### config.mk
export PLATFORM = sky130hd
export DESIGN_NAME = pcab_ctrl
export DESIGN_NICKNAME = d
export VERILOG_FILES = /design/src/rtl/core/pcab_pkg.sv /design/src/rtl/core/pcab_ctrl.sv
export SDC_FILE = /design/constraint.sdc
export NUM_CORES = 1
export LEC_CHECK = 0
export ABC_AREA = 1
export BUFFER_PORTS_ARGS = -buffer_cell sky130_fd_sc_hd__buf_4
export CORE_AREA = 2 2 39 41
export DETAILED_ROUTE_END_ITERATION = 16
export DIE_AREA = 0 0 41 43
export PLACE_DENSITY = 0.66
export SYNTH_ARGS = -nofsm -noshare
export SYNTH_HDL_FRONTEND = slang
export SYNTH_SLANG_ARGS = --single-unit
### constraint.sdc
create_clock -name clk -period 1.7 [get_ports clk]
set_clock_uncertainty 0.1 [all_clocks]
set_input_delay 0.085 -clock clk [delete_from_list [all_inputs] [get_ports clk]]
set_output_delay 0.085 -clock clk [all_outputs]
set_load 0.1 [all_outputs]
### src/rtl/core/pcab_pkg.sv
// Package: shared types, constants and tables for the angle-bin min-range block
`default_nettype none
package pcab_pkg;

  localparam int BINS_DEF       = 1440;
  localparam int COORD_BITS_DEF = 20;
  localparam int CORDIC_ITERS   = 28;
  localparam int RANGE_W        = 20;
  localparam int CFG_W          = 20;
  localparam int CFG_IDX_W      = 4;
  localparam int RB_W           = 11;
  localparam logic [RANGE_W-1:0] RESET_FILL = 20'd31000;
  localparam logic [RANGE_W:0]   FILL_ADD   = 21'd1000;

  // register indexes
  localparam logic [CFG_IDX_W-1:0] REG_HEIGHT_LOW  = 4'd0;
  localparam logic [CFG_IDX_W-1:0] REG_HEIGHT_HIGH = 4'd1;
  localparam logic [CFG_IDX_W-1:0] REG_BOX_X_LOW   = 4'd2;
  localparam logic [CFG_IDX_W-1:0] REG_BOX_X_HIGH  = 4'd3;
  localparam logic [CFG_IDX_W-1:0] REG_BOX_Y_LOW   = 4'd4;
  localparam logic [CFG_IDX_W-1:0] REG_BOX_Y_HIGH  = 4'd5;
  localparam logic [CFG_IDX_W-1:0] REG_NEAR_LIMIT  = 4'd6;
  localparam logic [CFG_IDX_W-1:0] REG_FAR_LIMIT   = 4'd7;

  localparam logic ACT_ADD  = 1'b0;
  localparam logic ACT_READ = 1'b1;

  typedef enum logic [3:0] {
    S_CLEAR, S_IDLE, S_DEC, S_FILT, S_SUM, S_CHECK, S_ITER,
    S_BIN, S_RDA, S_RDD, S_UPD, S_RRA, S_RRD
  } state_t;

  typedef enum logic [1:0] {A_CNT, A_BIN, A_RD} addr_sel_t;
  typedef enum logic [1:0] {W_INIT, W_FILL, W_ROOT} wdata_sel_t;

  typedef struct packed {
    logic       latch;
    logic       sq_en;
    logic       sum_en;
    logic       init_en;
    logic       iter_en;
    logic       bin_en;
    logic       cur_sq_en;
    logic       out_load;
    logic       ram_we;
    logic       cnt_clr;
    logic       cnt_inc;
    addr_sel_t  asel;
    wdata_sel_t wsel;
  } cmd_t;

  typedef struct packed {
    logic action;
    logic pvalid;
    logic rd_ok;
    logic drop;
    logic clear_done;
    logic iter_done;
    logic upd;
  } stat_t;

  // atan(2^-i) in units of 2^-32 turn
  function automatic logic [31:0] atan_turn(input logic [4:0] i);
    logic [31:0] v;
    case (i)
      5'd0:  v = 32'd536870912;
      5'd1:  v = 32'd316933406;
      5'd2:  v = 32'd167458907;
      5'd3:  v = 32'd85004756;
      5'd4:  v = 32'd42667331;
      5'd5:  v = 32'd21354465;
      5'd6:  v = 32'd10679838;
      5'd7:  v = 32'd5340245;
      5'd8:  v = 32'd2670163;
      5'd9:  v = 32'd1335087;
      5'd10: v = 32'd667544;
      5'd11: v = 32'd333772;
      5'd12: v = 32'd166886;
      5'd13: v = 32'd83443;
      5'd14: v = 32'd41722;
      5'd15: v = 32'd20861;
      5'd16: v = 32'd10430;
      5'd17: v = 32'd5215;
      5'd18: v = 32'd2608;
      5'd19: v = 32'd1304;
      5'd20: v = 32'd652;
      5'd21: v = 32'd326;
      5'd22: v = 32'd163;
      5'd23: v = 32'd81;
      5'd24: v = 32'd41;
      5'd25: v = 32'd20;
      5'd26: v = 32'd10;
      5'd27: v = 32'd5;
      default: v = 32'd0;
    endcase
    return v;
  endfunction

endpackage
`default_nettype wire

### src/rtl/core/pcab_ctrl.sv
// Controller state machine: sequences clear pass, point add and bin read
`default_nettype none
module pcab_ctrl (
  input  wire logic           clk,
  input  wire logic           rst_n,
  input  wire logic           start,
  input  wire pcab_pkg::stat_t st,
  output logic                busy,
  output pcab_pkg::cmd_t      cmd
);
  import pcab_pkg::*;

  state_t state_r, state_nxt;

  // state register
  always_ff @(posedge clk) begin
    if (!rst_n) begin
      state_r <= S_CLEAR;
    end else begin
      state_r <= state_nxt;
    end
  end

  // next state
  always_comb begin
    state_nxt = state_r;
    case (state_r)
      S_CLEAR: if (st.clear_done) state_nxt = S_IDLE;
      S_IDLE:  if (start) state_nxt = S_DEC;
      S_DEC: begin
        if (st.action == ACT_READ) begin
          state_nxt = st.rd_ok ? S_RRA : S_IDLE;
        end else begin
          state_nxt = st.pvalid ? S_FILT : S_IDLE;
        end
      end
      S_FILT:  state_nxt = S_SUM;
      S_SUM:   state_nxt = S_CHECK;
      S_CHECK: state_nxt = st.drop ? S_IDLE : S_ITER;
      S_ITER:  if (st.iter_done) state_nxt = S_BIN;
      S_BIN:   state_nxt = S_RDA;
      S_RDA:   state_nxt = S_RDD;
      S_RDD:   state_nxt = S_UPD;
      S_UPD:   state_nxt = S_IDLE;
      S_RRA:   state_nxt = S_RRD;
      S_RRD:   state_nxt = S_IDLE;
      default: state_nxt = S_IDLE;
    endcase
  end

  // command outputs
  always_comb begin
    cmd      = '0;
    cmd.asel = A_BIN;
    cmd.wsel = W_ROOT;
    busy     = (state_r != S_IDLE);
    case (state_r)
      S_CLEAR: begin
        cmd.asel    = A_CNT;
        cmd.wsel    = W_INIT;
        cmd.ram_we  = 1'b1;
        cmd.cnt_inc = 1'b1;
      end
      S_IDLE:  cmd.latch = start;
      S_FILT:  cmd.sq_en = 1'b1;
      S_SUM:   cmd.sum_en = 1'b1;
      S_CHECK: begin
        cmd.init_en = 1'b1;
        cmd.cnt_clr = 1'b1;
      end
      S_ITER: begin
        cmd.iter_en = 1'b1;
        cmd.cnt_inc = 1'b1;
      end
      S_BIN:   cmd.bin_en = 1'b1;
      S_RDD:   cmd.cur_sq_en = 1'b1;
      S_UPD:   cmd.ram_we = st.upd;
      S_RRA:   cmd.asel = A_RD;
      S_RRD: begin
        cmd.asel     = A_RD;
        cmd.wsel     = W_FILL;
        cmd.ram_we   = 1'b1;
        cmd.out_load = 1'b1;
      end
      default: ;
    endcase
  end
endmodule
`default_nettype wire

## Word-level counts from Yosys, hierarchy flattened

Cells that the tools add are included.

- Add/sub/neg operators: 0
- Multipliers: 0
- Div/mod/pow operators: 0
- $lt $le $gt $ge: 0
- Equality and inequality tests: 16
- Shift-type cells: 0
- Mux-type cells: 20
- Bitwise logic cells: 0
- Reduce and logical (&&, ||, !) cells: 5

Operators with widths:

| operator | count |
|---|---|
| $pmux W4 S11 | 1 |
| $eq A4 B4 Y1 const B | 5 |
| $mux W4 | 5 |
| $eq A4 B3 Y1 const B | 4 |
| $mux W1 | 9 |
| $eq A4 B2 Y1 const B | 2 |
| $pmux W2 S2 | 2 |
| $ne A2 B2 Y1 const B | 3 |
| $reduce_or A2 Y1 | 3 |
| $eq A4 B1 Y1 const B | 1 |
| $logic_not A4 Y1 | 1 |
| $ne A4 B1 Y1 const B | 1 |
| $mux W3 | 1 |
| $reduce_and A3 Y1 | 1 |
| $mux W2 | 1 |
| $pmux W1 S2 | 1 |

- Bits in registers: 4
- Latch bits: 0
- Memory bits (writable): 0
- Bits in read-only memories: 0
- Input port bits: 10
- Output and inout bits: 16
- Word-level logic and storage cells: 42
- Memories kept: 0

## Depth between registers and ports, before layout

- Depth in word-level cells: 3
- Gate-level depth with buffers: 10
- Mapped depth without buffers: 10

## Least setup slack after synthesis

OpenSTA, ideal clock, no wires.

- Path kind: register to output
- From: register state_r[1]
- To: output port cmd[6] (netlist name)
- Arrival time: 3745 ps
- Data required time: 1515 ps
- Setup slack: -2230 ps
- Cell stages (with the launch flop): 6
- Buffers on the path: 0
- Path through: dfxtp_1 > nor2_2 > inv_2 > nor3_2 > a21oi_1 > nand2_1

RTL lines:

| element | RTL line | RTL |
|---|---|---|
| from (decl) | pcab_ctrl.sv:13 | `state_t state_r, state_nxt;` |
| from (signal assigned) | pcab_ctrl.sv:20 | `state_r <= state_nxt;` |
| to (decl) | pcab_ctrl.sv:9 | `output pcab_pkg::cmd_t cmd` |

==> run_results.csv <==
group,metric,value,unit
power_and_ir_drop,power.switching,0.000654,W
cells_and_area,drive_gt1_frac,0.538,
place,numPortBuffers,25,
timing,slew_violations,0,
critical_path,cp.arrival,1.44,ns
timing,finalCriticalPeriod,1.62,ns
detailed_routing,drt-wirelength-per-cell,9.98,um
synthesis,syn-num-nets,86,
floorplan,dieArea,1760,um^2
synthesis,syn_area,420,um^2
timing,fmax,0.617,GHz
clock_tree,cts-root-buf,"clkbuf_4",
synthesis,synth_seq_cells,4,
critical_path,crit-reg2reg-capture,"state_r[1]",
global_route,grtUsageMet2,0.238,
critical_path,rrSetupSlack,0.28,ns
floorplan,core-area,1380,um^2
global_route,grt_pass1_vias,483,
worst_hold_path,min_path_type,"input port to register",
clock_tree,tritoncts,"done",
timing,relSlewSlack,0.705,
power_and_ir_drop,p_int,0.000400,W
place,gp_congestion,0.796,
critical_path,critPathCaptureType,"output pin",
timing,period_share,0.954,
synthesis,yosysUniqueCellTypes,18,
timing,worst_slew_pin_slew,0.442,ns
global_route,antenna_found_initial,0,
cells_and_area,reg_top3,"state_r (4)",
critical_path,crit_type,"register to output pin",
synthesis,ys.flop_type,"dfxtp_1",
critical_path,cp_max_fo,5,
synthesis,yosysSeqAreaShare,0.190,
global_route,met1_usage,0.204,
worst_hold_path,hold_depth,3,
synthesis,synth_xor_area_frac,0,
clock_tree,cts_made_buffers,3,
synthesis,synth_edf_count,0,
detailed_routing,routed_via_density,4.88,
detailed_routing,drc,0,
critical_path,r2r-start,"state_r[3]",
cells_and_area,largest_register,"state_r",
synthesis,syn_avg_cell_area,5.53,um^2
floorplan,rows,14,
synthesis,synthAdderAreaFrac,0,
global_route,grt_pass1_wl,1920,um
cells_and_area,largest_reg_flops,4,
clock_tree,clk_pin_slew,0.04,ns
timing,hold_viol_final,0,
power_and_ir_drop,seqPwrFrac,0.129,
synthesis,synth_compound_area_frac,0.122,
run_status,status,"finished clean",
power_and_ir_drop,power_frac_comb,0.763,
global_route,grt_max_degree,7,
power_and_ir_drop,p_total,0.00105,W
synthesis,synth_top_family_by_area,"simple AND/OR/NAND/NOR gates",
detailed_routing,via_count,586,
clock_tree,htreeDepth,1,
floorplan,die-width,41,um
cells_and_area,area_delta_synth_final,82.4,%
critical_path,required,1.51,ns
cells_and_area,antenna_cells,0,
worst_hold_path,min_to,"state_r[3]",
detailed_routing,drt_iter0_drc,6,
timing,setup_viol,0,
detailed_routing,antenna_left,0,
timing,setup_tns,0,ns
power_and_ir_drop,p_per_area,1370,nW/um^2
detailed_routing,firstDrtPassIters,4,
power_and_ir_drop,leakagePower,0.413,nW
detailed_routing,wl,1200,um
global_route,busiest_layer,"met2",
synthesis,synthCells,76,
synthesis,synth_mux_area_frac,0,
critical_path,cp-start-kind,"register",
critical_path,reg2reg_depth,6,
power_and_ir_drop,peakVddDrop,0.000798,V
floorplan,die_height,43,um
floorplan,start_util,0.304,
clock_tree,ctsLongestPathBuffers,2,
place,dpl.hpwl,1040,um
power_and_ir_drop,power_frac_clock,0.108,
global_route,globalRouteMet3Util,0.0314,
cells_and_area,fin_nets,116,
worst_hold_path,hold_start,"rst_n",
synthesis,yosysWarningCount,0,
global_route,overflow,0,
flow_run,drv_cap,0,
clock_tree,numClockSinks,4,
synthesis,synthSimpleGateAreaFrac,0.518,
cells_and_area,final_util,0.554,
global_route,grt_use_total,0.155,
floorplan,num_io_pins,26,
synthesis,async_reset_ff_frac,0,
clock_tree,clkLatencyLatePin,0.23,ns
power_and_ir_drop,sw_frac_of_total,0.620,
metal layers:
metal	vias to the layer above	wire length [um]
met3	0	84
li1	297	-
met1	265	487
met4	0	0
met5	-	0
met2	24	626
per-stage QoR:
step | area (um^2) | worst slack [ns] | std cells | hold slack [ns]
after floorplan | 519 | -0.697 | 76 | 0.148
after global placement | 707 | 0.121 | 116 | 0.271
after detailed placement | 707 | 0.0825 | 116 | 0.281
after CTS | 747 | 0.0114 | 120 | 0.0350
after global routing | 767 | -0.00320 | 120 | 0.0778
final | 767 | 0.0780 | 120 | 0.0403
kinds of logic (layout without fill, tap and decap cells):
kind of cell | after synthesis | count (layout)
DFF | 4 | 4
AOI/OAI and AO/OA | 10 | 10
and+or+nand+nor | 45 | 45
buffers and inverters | 17 | 45
critical path: stages, from the launching register on:
cell	delay, ns
dfxtp_2	0.34
nor2_2	0.38
nand2_4	0.11
nor2_4	0.10
buf_4	0.28
cells in the final DEF (no fill, tap or decap), drive strengths merged:
cell,count
nand3,8
a31oi,1
or2,1
nand2,16
o21ai,3
buf,27
inv,15
a21oi,6
clkbuf,3
nor2,15
nand3b,1
nor3,4
dfxtp,4
layout make-up:
class                      count  area [um^2]
clock buffer                   3         22.5
fill                         146          617
inverter                      15         56.3
multi-input combinational     55          362
sequential                     4         87.6
tap                           16         20.0
timing repair buffer          27          219
how the worst max path moves through the flow:
stage | start | to | slack (ns) | cells after the start
6_report | state_r[3] | cmd[14] | 0.08 | 4
5_1_grt | state_r[0] | cmd[6] | -0.003 | 6
4_1_cts | state_r[2] | cmd[2] | 0.01 | 6
3_5_place_dp | state_r[1] | cmd[3] | 0.08 | 5
3_3_place_gp | state_r[1] | cmd[3] | 0.12 | 5
2_1_floorplan | state_r[1] | cmd[2] | -0.70 | 5
synth_stat cells, types with 2 or more instances:
| cell type | count | area (um^2) |
|---|---|---|
| nand2_1 | 13 | 48.8 |
| inv_1 | 11 | 41.3 |
| nor2_1 | 11 | 41.3 |
| nand3_1 | 8 | 40.0 |
| a21oi_1 | 6 | 30.0 |
| dfxtp_1 | 4 | 80.1 |
| inv_2 | 4 | 15.0 |
| nor2_2 | 4 | 25.0 |
| nor3_1 | 3 | 15.0 |
| buf_4 | 2 | 15.0 |
| nand2_2 | 2 | 12.5 |
| o21ai_0 | 2 | 10.0 |
repair_timing:
item / 4_1_cts / 5_1_grt
pin swaps: 2 / 0
gates resized for setup: 3 / 7
setup buffers: 1 / 0
hold endpoints to repair: 0 / 0
cloned: 0 / 0
hold buffers: 0 / 0
setup endpoints to repair: 8 / 5
power by group through the flow:
stage	logic [W]	registers, W	clock network [W]
floorplan	0.000628	0.000130	0
global placement	0.000754	0.000132	0
CTS	0.000781	0.000132	0.000121
finish	0.000805	0.000136	0.000114
global route	0.000843	0.000138	0.000130
detailed placement	0.000757	0.000133	0
Power figures use the tool's default switching activity.
